[src/sv/mdt_pkg.sv]
// Shared constants, types and helper functions of the distance transform.
`timescale 1ns / 1ps

package mdt_pkg;

  // Bitmap geometry
  localparam int MAX_DIM  = 256;
  localparam int IDX_W    = $clog2(MAX_DIM);
  localparam int ADDR_W   = 2 * IDX_W;
  localparam int DEPTH    = 1 << ADDR_W;
  localparam int DIM_W    = IDX_W + 1;

  // Field and register widths
  localparam int FLD_W    = 8;
  localparam int CFG_W    = 9;
  localparam int OPC_W    = 2;
  localparam int DIST_W   = 9;

  // Compare widths wide enough for both operands
  localparam int CMP_W    = (CFG_W > DIM_W) ? CFG_W : DIM_W;
  localparam int IC_W     = (FLD_W > DIM_W) ? FLD_W : DIM_W;

  // Distance codes: all ones marks "no set pixel reachable"
  localparam logic [DIST_W-1:0] DIST_NONE = '1;
  localparam logic [DIST_W-1:0] DIST_SAT  = DIST_NONE - DIST_W'(1);

  // Opcodes
  localparam logic [OPC_W-1:0] OP_WRITE = 2'd0;
  localparam logic [OPC_W-1:0] OP_RUN   = 2'd1;
  localparam logic [OPC_W-1:0] OP_READ  = 2'd2;

  // Register indexes
  localparam logic CFG_ROW_COUNT = 1'b0;
  localparam logic CFG_COL_COUNT = 1'b1;

  typedef logic [IDX_W-1:0]  idx_t;
  typedef logic [ADDR_W-1:0] addr_t;
  typedef logic [DIM_W-1:0]  dim_t;
  typedef logic [DIST_W-1:0] dist_t;

  // Memory requests from the scan sequencer
  typedef struct packed {
    logic  pix_re;
    addr_t pix_raddr;
    logic  dist_re_a;
    addr_t dist_addr_a;
    logic  dist_re_b;
    addr_t dist_addr_b;
    logic  dist_we;
    addr_t dist_waddr;
    dist_t dist_wdata;
  } scan_mem_t;

  // Row-major pixel address
  function automatic addr_t pix_addr(idx_t r, idx_t c);
    return {r, c};
  endfunction

  // Register value to active size: zero counts as one, saturate at MAX_DIM
  function automatic dim_t clamp_dim(logic [CFG_W-1:0] v);
    logic [CMP_W-1:0] w;
    w = CMP_W'(v);
    if (w == '0) return DIM_W'(1);
    if (w > CMP_W'(MAX_DIM)) return DIM_W'(MAX_DIM);
    return DIM_W'(w);
  endfunction

endpackage

[src/sv/mdt_scan.sv]
// Raster scan sequencer: forward then backward pass over the distance memory.
`timescale 1ns / 1ps

module mdt_scan (
  input  logic               clk_i,
  input  logic               rst_ni,
  input  logic               start_i,
  input  mdt_pkg::dim_t      nr_i,
  input  mdt_pkg::dim_t      nc_i,
  input  logic               pix_rdata_i,
  input  mdt_pkg::dist_t     dist_a_i,
  input  mdt_pkg::dist_t     dist_b_i,
  output mdt_pkg::scan_mem_t mem_o,
  output logic               busy_o
);
  import mdt_pkg::*;

  typedef enum logic [2:0] {
    S_IDLE,
    S_FWD,
    S_GAP,
    S_BWD,
    S_DRAIN
  } state_e;

  state_e state_q, state_d;
  idx_t   row_q, row_d, col_q, col_d;
  logic   cv_q, cv_d;
  logic   cfwd_q;
  idx_t   crow_q, ccol_q;
  dist_t  prev_q;

  idx_t   nr_m1, nc_m1;
  logic   last_col, last_row;
  logic   issue;
  dist_t  vert, dist_new;

  // Relax against a neighbor: take neighbor + 1 when smaller
  function automatic dist_t relax(dist_t cur, dist_t nb);
    dist_t inc;
    inc = (nb >= DIST_SAT) ? DIST_SAT : nb + DIST_W'(1);
    if (nb != DIST_NONE && inc < cur) return inc;
    return cur;
  endfunction

  assign nr_m1    = IDX_W'(nr_i - DIM_W'(1));
  assign nc_m1    = IDX_W'(nc_i - DIM_W'(1));
  assign last_col = (col_q == nc_m1);
  assign last_row = (row_q == nr_m1);
  assign issue    = (state_q == S_FWD) || (state_q == S_BWD);

  // Pixel walk; a gap state between the passes lets the last forward write land
  always_comb begin
    state_d = state_q;
    row_d   = row_q;
    col_d   = col_q;
    case (state_q)
      S_IDLE: begin
        if (start_i) begin
          state_d = S_FWD;
          row_d   = '0;
          col_d   = '0;
        end
      end
      S_FWD: begin
        if (last_col) begin
          col_d = '0;
          if (last_row) state_d = S_GAP;
          else          row_d   = row_q + IDX_W'(1);
        end else begin
          col_d = col_q + IDX_W'(1);
        end
      end
      S_GAP: begin
        state_d = S_BWD;
        row_d   = nr_m1;
        col_d   = nc_m1;
      end
      S_BWD: begin
        if (col_q == '0) begin
          col_d = nc_m1;
          if (row_q == '0) state_d = S_DRAIN;
          else             row_d   = row_q - IDX_W'(1);
        end else begin
          col_d = col_q - IDX_W'(1);
        end
      end
      S_DRAIN: state_d = S_IDLE;
      default: state_d = S_IDLE;
    endcase
  end

  assign cv_d = issue;

  // Compute stage: neighbor above/below comes from memory, or from the
  // previous result when a row is one pixel wide
  always_comb begin
    if (cfwd_q) begin
      vert     = (nc_m1 == '0) ? prev_q : dist_a_i;
      dist_new = pix_rdata_i ? '0 : DIST_NONE;
      if (crow_q != '0) dist_new = relax(dist_new, vert);
      if (ccol_q != '0) dist_new = relax(dist_new, prev_q);
    end else begin
      vert     = (nc_m1 == '0) ? prev_q : dist_b_i;
      dist_new = dist_a_i;
      if (crow_q != nr_m1) dist_new = relax(dist_new, vert);
      if (ccol_q != nc_m1) dist_new = relax(dist_new, prev_q);
    end
  end

  // Memory requests
  always_comb begin
    mem_o.pix_re      = (state_q == S_FWD);
    mem_o.pix_raddr   = pix_addr(row_q, col_q);
    mem_o.dist_re_a   = issue;
    mem_o.dist_addr_a = (state_q == S_FWD) ? pix_addr(row_q - IDX_W'(1), col_q)
                                           : pix_addr(row_q, col_q);
    mem_o.dist_re_b   = (state_q == S_BWD);
    mem_o.dist_addr_b = pix_addr(row_q + IDX_W'(1), col_q);
    mem_o.dist_we     = cv_q;
    mem_o.dist_waddr  = pix_addr(crow_q, ccol_q);
    mem_o.dist_wdata  = dist_new;
  end

  assign busy_o = (state_q != S_IDLE);

  // Control state
  always_ff @(posedge clk_i or negedge rst_ni) begin
    if (!rst_ni) begin
      state_q <= S_IDLE;
      cv_q    <= 1'b0;
    end else begin
      state_q <= state_d;
      cv_q    <= cv_d;
    end
  end

  // Walk position and compute stage payload
  always_ff @(posedge clk_i) begin
    row_q  <= row_d;
    col_q  <= col_d;
    cfwd_q <= (state_q == S_FWD);
    crow_q <= row_q;
    ccol_q <= col_q;
    if (cv_q) begin
      prev_q <= dist_new;
    end
  end

endmodule

[config.mk]
export PLATFORM = sky130hd
export DESIGN_NAME = mdt_scan
export DESIGN_NICKNAME = d
export VERILOG_FILES = /design/src/sv/mdt_pkg.sv /design/src/sv/mdt_scan.sv
export SDC_FILE = /design/constraint.sdc
export NUM_CORES = 1
export LEC_CHECK = 0
export BUFFER_PORTS_ARGS = -buffer_cell sky130_fd_sc_hd__buf_2
export CELL_PAD_IN_SITES_DETAIL_PLACEMENT = 0
export CELL_PAD_IN_SITES_GLOBAL_PLACEMENT = 1
export CORE_MARGIN = 5
export CORE_UTILIZATION = 45
export DETAILED_ROUTE_END_ITERATION = 6
export GPL_ROUTABILITY_DRIVEN = 0
export PLACE_DENSITY_LB_ADDON = 0.1
export SETUP_SLACK_MARGIN = 0.5
export SLEW_MARGIN = 20
export SYNTH_ARGS = -nofsm -noshare
export SYNTH_HDL_FRONTEND = slang
export SYNTH_SLANG_ARGS = --single-unit
[constraint.sdc]
create_clock -name clk_i -period 11.8 [get_ports clk_i]
set_input_delay 0 -clock clk_i [delete_from_list [all_inputs] [get_ports clk_i]]
set_output_delay 0 -clock clk_i [all_outputs]
set_load 0.1 [all_outputs]
=== Word level (Yosys, flattened, before mapping) ===
Index checks and enable logic that the tools add are counted.
W data, S select, Z words.

* Eq/ne operators: 17
* Reduce and logical (&&, ||, !) cells: 16
* Bitwise logic cells: 0
* Divide/modulo/power cells: 0
* $mul: 0
* Order comparisons: 7
* Mux-type cells: 49
* Shift-type cells: 0
* Add/sub/neg operators: 9

{| class="wikitable"
|+ Operator list
! operator !! count
|-
| $mux W9 || 21
|-
| $pmux W8 S4 || 2
|-
| $mux W8 || 7
|-
| $lt A9 B9 Y1 || 4
|-
| $sub A8 B1 Y8 const B || 4
|-
| $add A9 B1 Y9 const B || 3
|-
| $ge A9 B9 Y1 const B || 3
|-
| $ne A9 B9 Y1 const B || 3
|-
| $logic_not A8 Y1 || 3
|-
| $add A8 B1 Y8 const B || 2
|-
| $eq A8 B8 Y1 || 2
|-
| $mux W16 || 1
|-
| $ne A8 B8 Y1 || 2
|-
| $reduce_bool A8 Y1 || 2
|-
| $mux W3 || 5
|-
| $mux W1 || 12
|-
| $pmux W3 S4 || 1
|-
| $ne A2 B1 Y1 const B || 4
|-
| $eq A3 B2 Y1 const B || 2
|-
| $ne A2 B2 Y1 const B || 3
|-
| $reduce_and A6 Y1 || 1
|-
| $reduce_and A5 Y1 || 1
|-
| $logic_and A1 B1 Y1 || 4
|-
| $reduce_bool A4 Y1 || 1
|-
| other kinds (5) || 5
|}

* Memories kept: 0
* ROM bits: 0
* Register bits after elaboration: 46
* Logic and storage cells: 106
* Bits in latches: 0
* RAM bits: 0

=== Logic depth before layout (Yosys ltp) ===
* Depth after elaboration: 21
* Gate-level depth with buffers: 36
* Gate-level depth less buffers: 33

=== Worst setup path after synthesis ===
Ideal clock, no wire load.

* Path type: in2reg
* Start: input nc_i[0]
* End: register prev_q[7], data pin
* Path slack: 3.569 ns
* Required time: 11.153 ns
* Setup time: 0.647 ns
* Stages: 35
* Arrival: 7.584 ns
* Path through: buf_6 > inv_1 > ha_1 > or3b_1 > o31a_1 > nor4_4 > and2_4 > buf_6 > mux2_4 > inv_1 > ha_1 > o21bai_1 > nand2_2 > nand2_1 > ha_1 > a21o_1 > a21o_1 > a21oi_1 > o221ai_1 > a31oi_1 > o21ai_0 > a21oi_4 > o22a_1 > inv_1 > ha_1 > a21o_1 > a21o_1 > a21o_1 > a21o_1 > a211o_1 > o211ai_1 > nand4_1 > a21oi_2 > buf_6 > o311ai_1

{| class="wikitable"
|+ RTL lines
! what !! line !! text
|-
| from (decl) || mdt_scan.sv:9 || <nowiki>input mdt_pkg::dim_t nc_i,</nowiki>
|-
| to (signal assigned) || mdt_scan.sv:146 || <nowiki>prev_q <= dist_new;</nowiki>
|-
| to (decl) || mdt_scan.sv:31 || <nowiki>dist_t prev_q;</nowiki>
|}

==> results.json <==
{
  "outcome": "complete, no violations",
  "startpoint_type": "primary input",
  "die_h_um": 121,
  "cts_made_buffers": 5,
  "post-route-period-util_pct": 72.2,
  "hpwl_mm": 12.7,
  "internal-power_uw": 604,
  "die_w_um": 121,
  "antenna_found_initial": 0,
  "final_cell_area_um2": 6150,
  "cts_tree": "done",
  "syn_area_um2": 5520,
  "grt_start_max_net_pins": 21,
  "p_per_area_nw_per_um2": 285,
  "dp_cells": 888,
  "critical_path.top_delay_family": "compound AO/OA/AOI/OAI gates",
  "ant_nets": 0,
  "critPathSlowestCell": "o31ai_4",
  "ys_ff_latch": 46,
  "cts.sinks": 46,
  "finalHoldViolations": 0,
  "first_global_vias": 5148,
  "syn_nets": 765,
  "use_met3_pct": 2.95,
  "critical_path.max_stage_delay_ps": 620,
  "synth.top_cell.area_share_pct": 13.6,
  "clock-root-buffer": "clkbuf_16",
  "nNetsFinal": 838,
  "cp-startpoint": "nc_i[0]",
  "yosysSeqAreaShare_pct": 21.6,
  "drv_cap": 0,
  "die-area_um2": 14600,
  "grtUsageMet2_pct": 38.5,
  "dpl-instance-area_um2": 5980,
  "cts_resized": 0,
  "synthFlopType": "edfxtp_1",
  "synth_warnings": 0,
  "ios": 118,
  "ir_drop_mv": 0.332,
  "drive_above_1_share_pct": 20.4,
  "relSlewSlack_pct": 42.3,
  "grt_pass1_wl_mm": 25.9,
  "htreeDepth": 2,
  "critPathKind": "primary input to primary output",
  "antennaDiodeCount": 0,
  "fin_tns_setup_ps": 0,
  "cp_data_arrival_time_ps": 8520,
  "clock_path_buffers": 2,
  "hold_class": "primary input to asynchronous set/reset pin",
  "grtUsageTotal_pct": 21.7,
  "finalMaxSlewViolations": 0,
  "p_switching_uw": 1150,
  "vias": 5133,
  "via_per_inst": 5.72,
  "cp-end-kind": "primary output",
  "setup_viol": 0,
  "p_seq_share_pct": 18.9,
  "tightest_slew_ps": 862,
  "r2r-start": "prev_q[2]",
  "reg2reg_to": "prev_q[8]",
  "postSynthAreaPerCell_um2": 8.16,
  "cp.required_ps": 11800,
  "ys_types": 74,
  "crit_end": "mem_o[6]",
  "postCtsSetupRepairBufs": 0,
  "busiest_layer": "met2",
  "max_freq_mhz": 117,
  "dr.pass1.iters": 5,
  "rsz0062_at_grt": "no",
  "initial_core_util_pct": 45.9,
  "regToRegSetupSlack_ps": 5110,
  "netSwitchingFraction_pct": 65.6,
  "ys_async_sr_fraction_pct": 8.70,
  "clock_power_share_pct": 8.8,
  "synthTopCellsByCount": "nand2_1 (56), ha_1 (49), inv_1 (47)",
  "instances_no_fill": 897,
  "wire_per_inst_um": 17.7,
  "wl_mm": 15.9,
  "clock_insertion_delay_worst_skew_ps": 300,
  "path_buf_inv": 4,
  "portBuffers": 115,
  "p_leak_uw": 0.00293,
  "reg2reg_depth": 27,
  "yosysTopAreaCell": "edfxtp_1",
  "yosysMostFrequentCell": "nand2_1",
  "worstPathMaxFanout": 20,
  "drt-initial-drc-count": 312,
  "cp_num_cells": 33,
  "synth_edf_count": 25,
  "rows": 40,
  "area_growth_pct": 11.6,
  "drc_errors": 0,
  "core_area_um2": 12000,
  "syn_inst": 676,
  "power_frac_comb_pct": 72.2,
  "design_power_total_uw": 1750,
  "ys_top_cells_by_area": "edfxtp_1 (14%), ha_1 (11%), xnor2_1 (6.7%)",
  "gr-total-overflow": 0,
  "fin_skew_ps": 11.0,
  "grtUsageMet1_pct": 27.2,
  "clk_pin_slew_ps": 60,
  "fin_crit_ps": 8520
}
[power by group through the flow]
| stage | clock, uW | sequential, uW | combinational [uW] |
|---|---|---|---|
| 2_1_floorplan | 0 | 506 | 935 |
| 3_3_place_gp | 0 | 333 | 1260 |
| 6_report | 155 | 332 | 1270 |
| 5_1_grt | 166 | 343 | 1340 |
| 4_1_cts | 159 | 332 | 1270 |
| 3_5_place_dp | 0 | 335 | 1270 |
[what timing repair did]
item / CTS / global route
hold buffers: 1 / 0
endpoints found under the setup margin: 0 / 0
endpoints found under the hold margin: 4 / 0
[stage by stage]
stage,utilization (%),setup slack [ps],hold slack [ps]
3_3_place_gp,49.8,3450,-191
6_report,51.2,3280,36.8
4_1_cts,51.2,3350,33.0
2_1_floorplan,-,3570,-296
3_5_place_dp,49.8,3380,-191
5_1_grt,51.2,2610,42.8
[layer usage]
layer	vias up	share of wire [%]
met5	-	0
met4	0	2.5
met3	24	4.5
met2	136	50
met1	2444	43
li1	2529	-
[cells in the final DEF (no fill, tap or decap), drive strengths merged, types with 17 or more instances in the layout]
| master | instances |
|---|---|
| buf | 115 |
| nand2 | 57 |
| ha | 49 |
| inv | 47 |
| nor2 | 44 |
| xnor2 | 43 |
| xor2 | 40 |
| o21ai | 34 |
| nand3 | 31 |
| a21oi | 29 |
| edfxtp | 25 |
| mux2i | 23 |
| a21o | 20 |
| dfxtp | 17 |
[final cells by class]
class                      count  area (um^2)
clock inverter                 1         7.51
fill                        1240         5860
sequential                    46         1190
tap                          147          184
clock buffer                   7          154
multi-input combinational    531         3850
timing repair buffer         116          586
inverter                      49          184
[logic make-up (layout without fill, tap and decap cells)]
family / after synthesis / after routing / synth area share (%)
AND/OR/NAND/NOR: 222 / 222 / 20.8
buffers and inverters: 99 / 173 / 8.73
adder cells (fa/ha/maj): 49 / 49 / 11.1
AO/OA/AOI/OAI: 145 / 145 / 18.3
multiplexers: 32 / 32 / 6.15
flip-flops: 46 / 46 / 21.6
XOR/XNOR: 83 / 83 / 13.3
[worst min-delay path by stage]
stage | startpoint | to | slack [ps] | cells after the start
2_1_floorplan | rst_ni | cv_q | -300 | 0
3_3_place_gp | rst_ni | cv_q | -190 | 1
3_5_place_dp | rst_ni | cv_q | -190 | 1
4_1_cts | rst_ni | cv_q | 30 | 2
5_1_grt | rst_ni | state_q[2] | 40 | 2
6_report | rst_ni | state_q[2] | 40 | 2
[registers in the layout (all words and copies together) (netlist names)]
signal,flops
crow_q,8
cv_q,1
state_q,3
ccol_q,8
prev_q,9
cfwd_q,1
row_q,8
col_q,8
(Power assumes the default switching activity.)
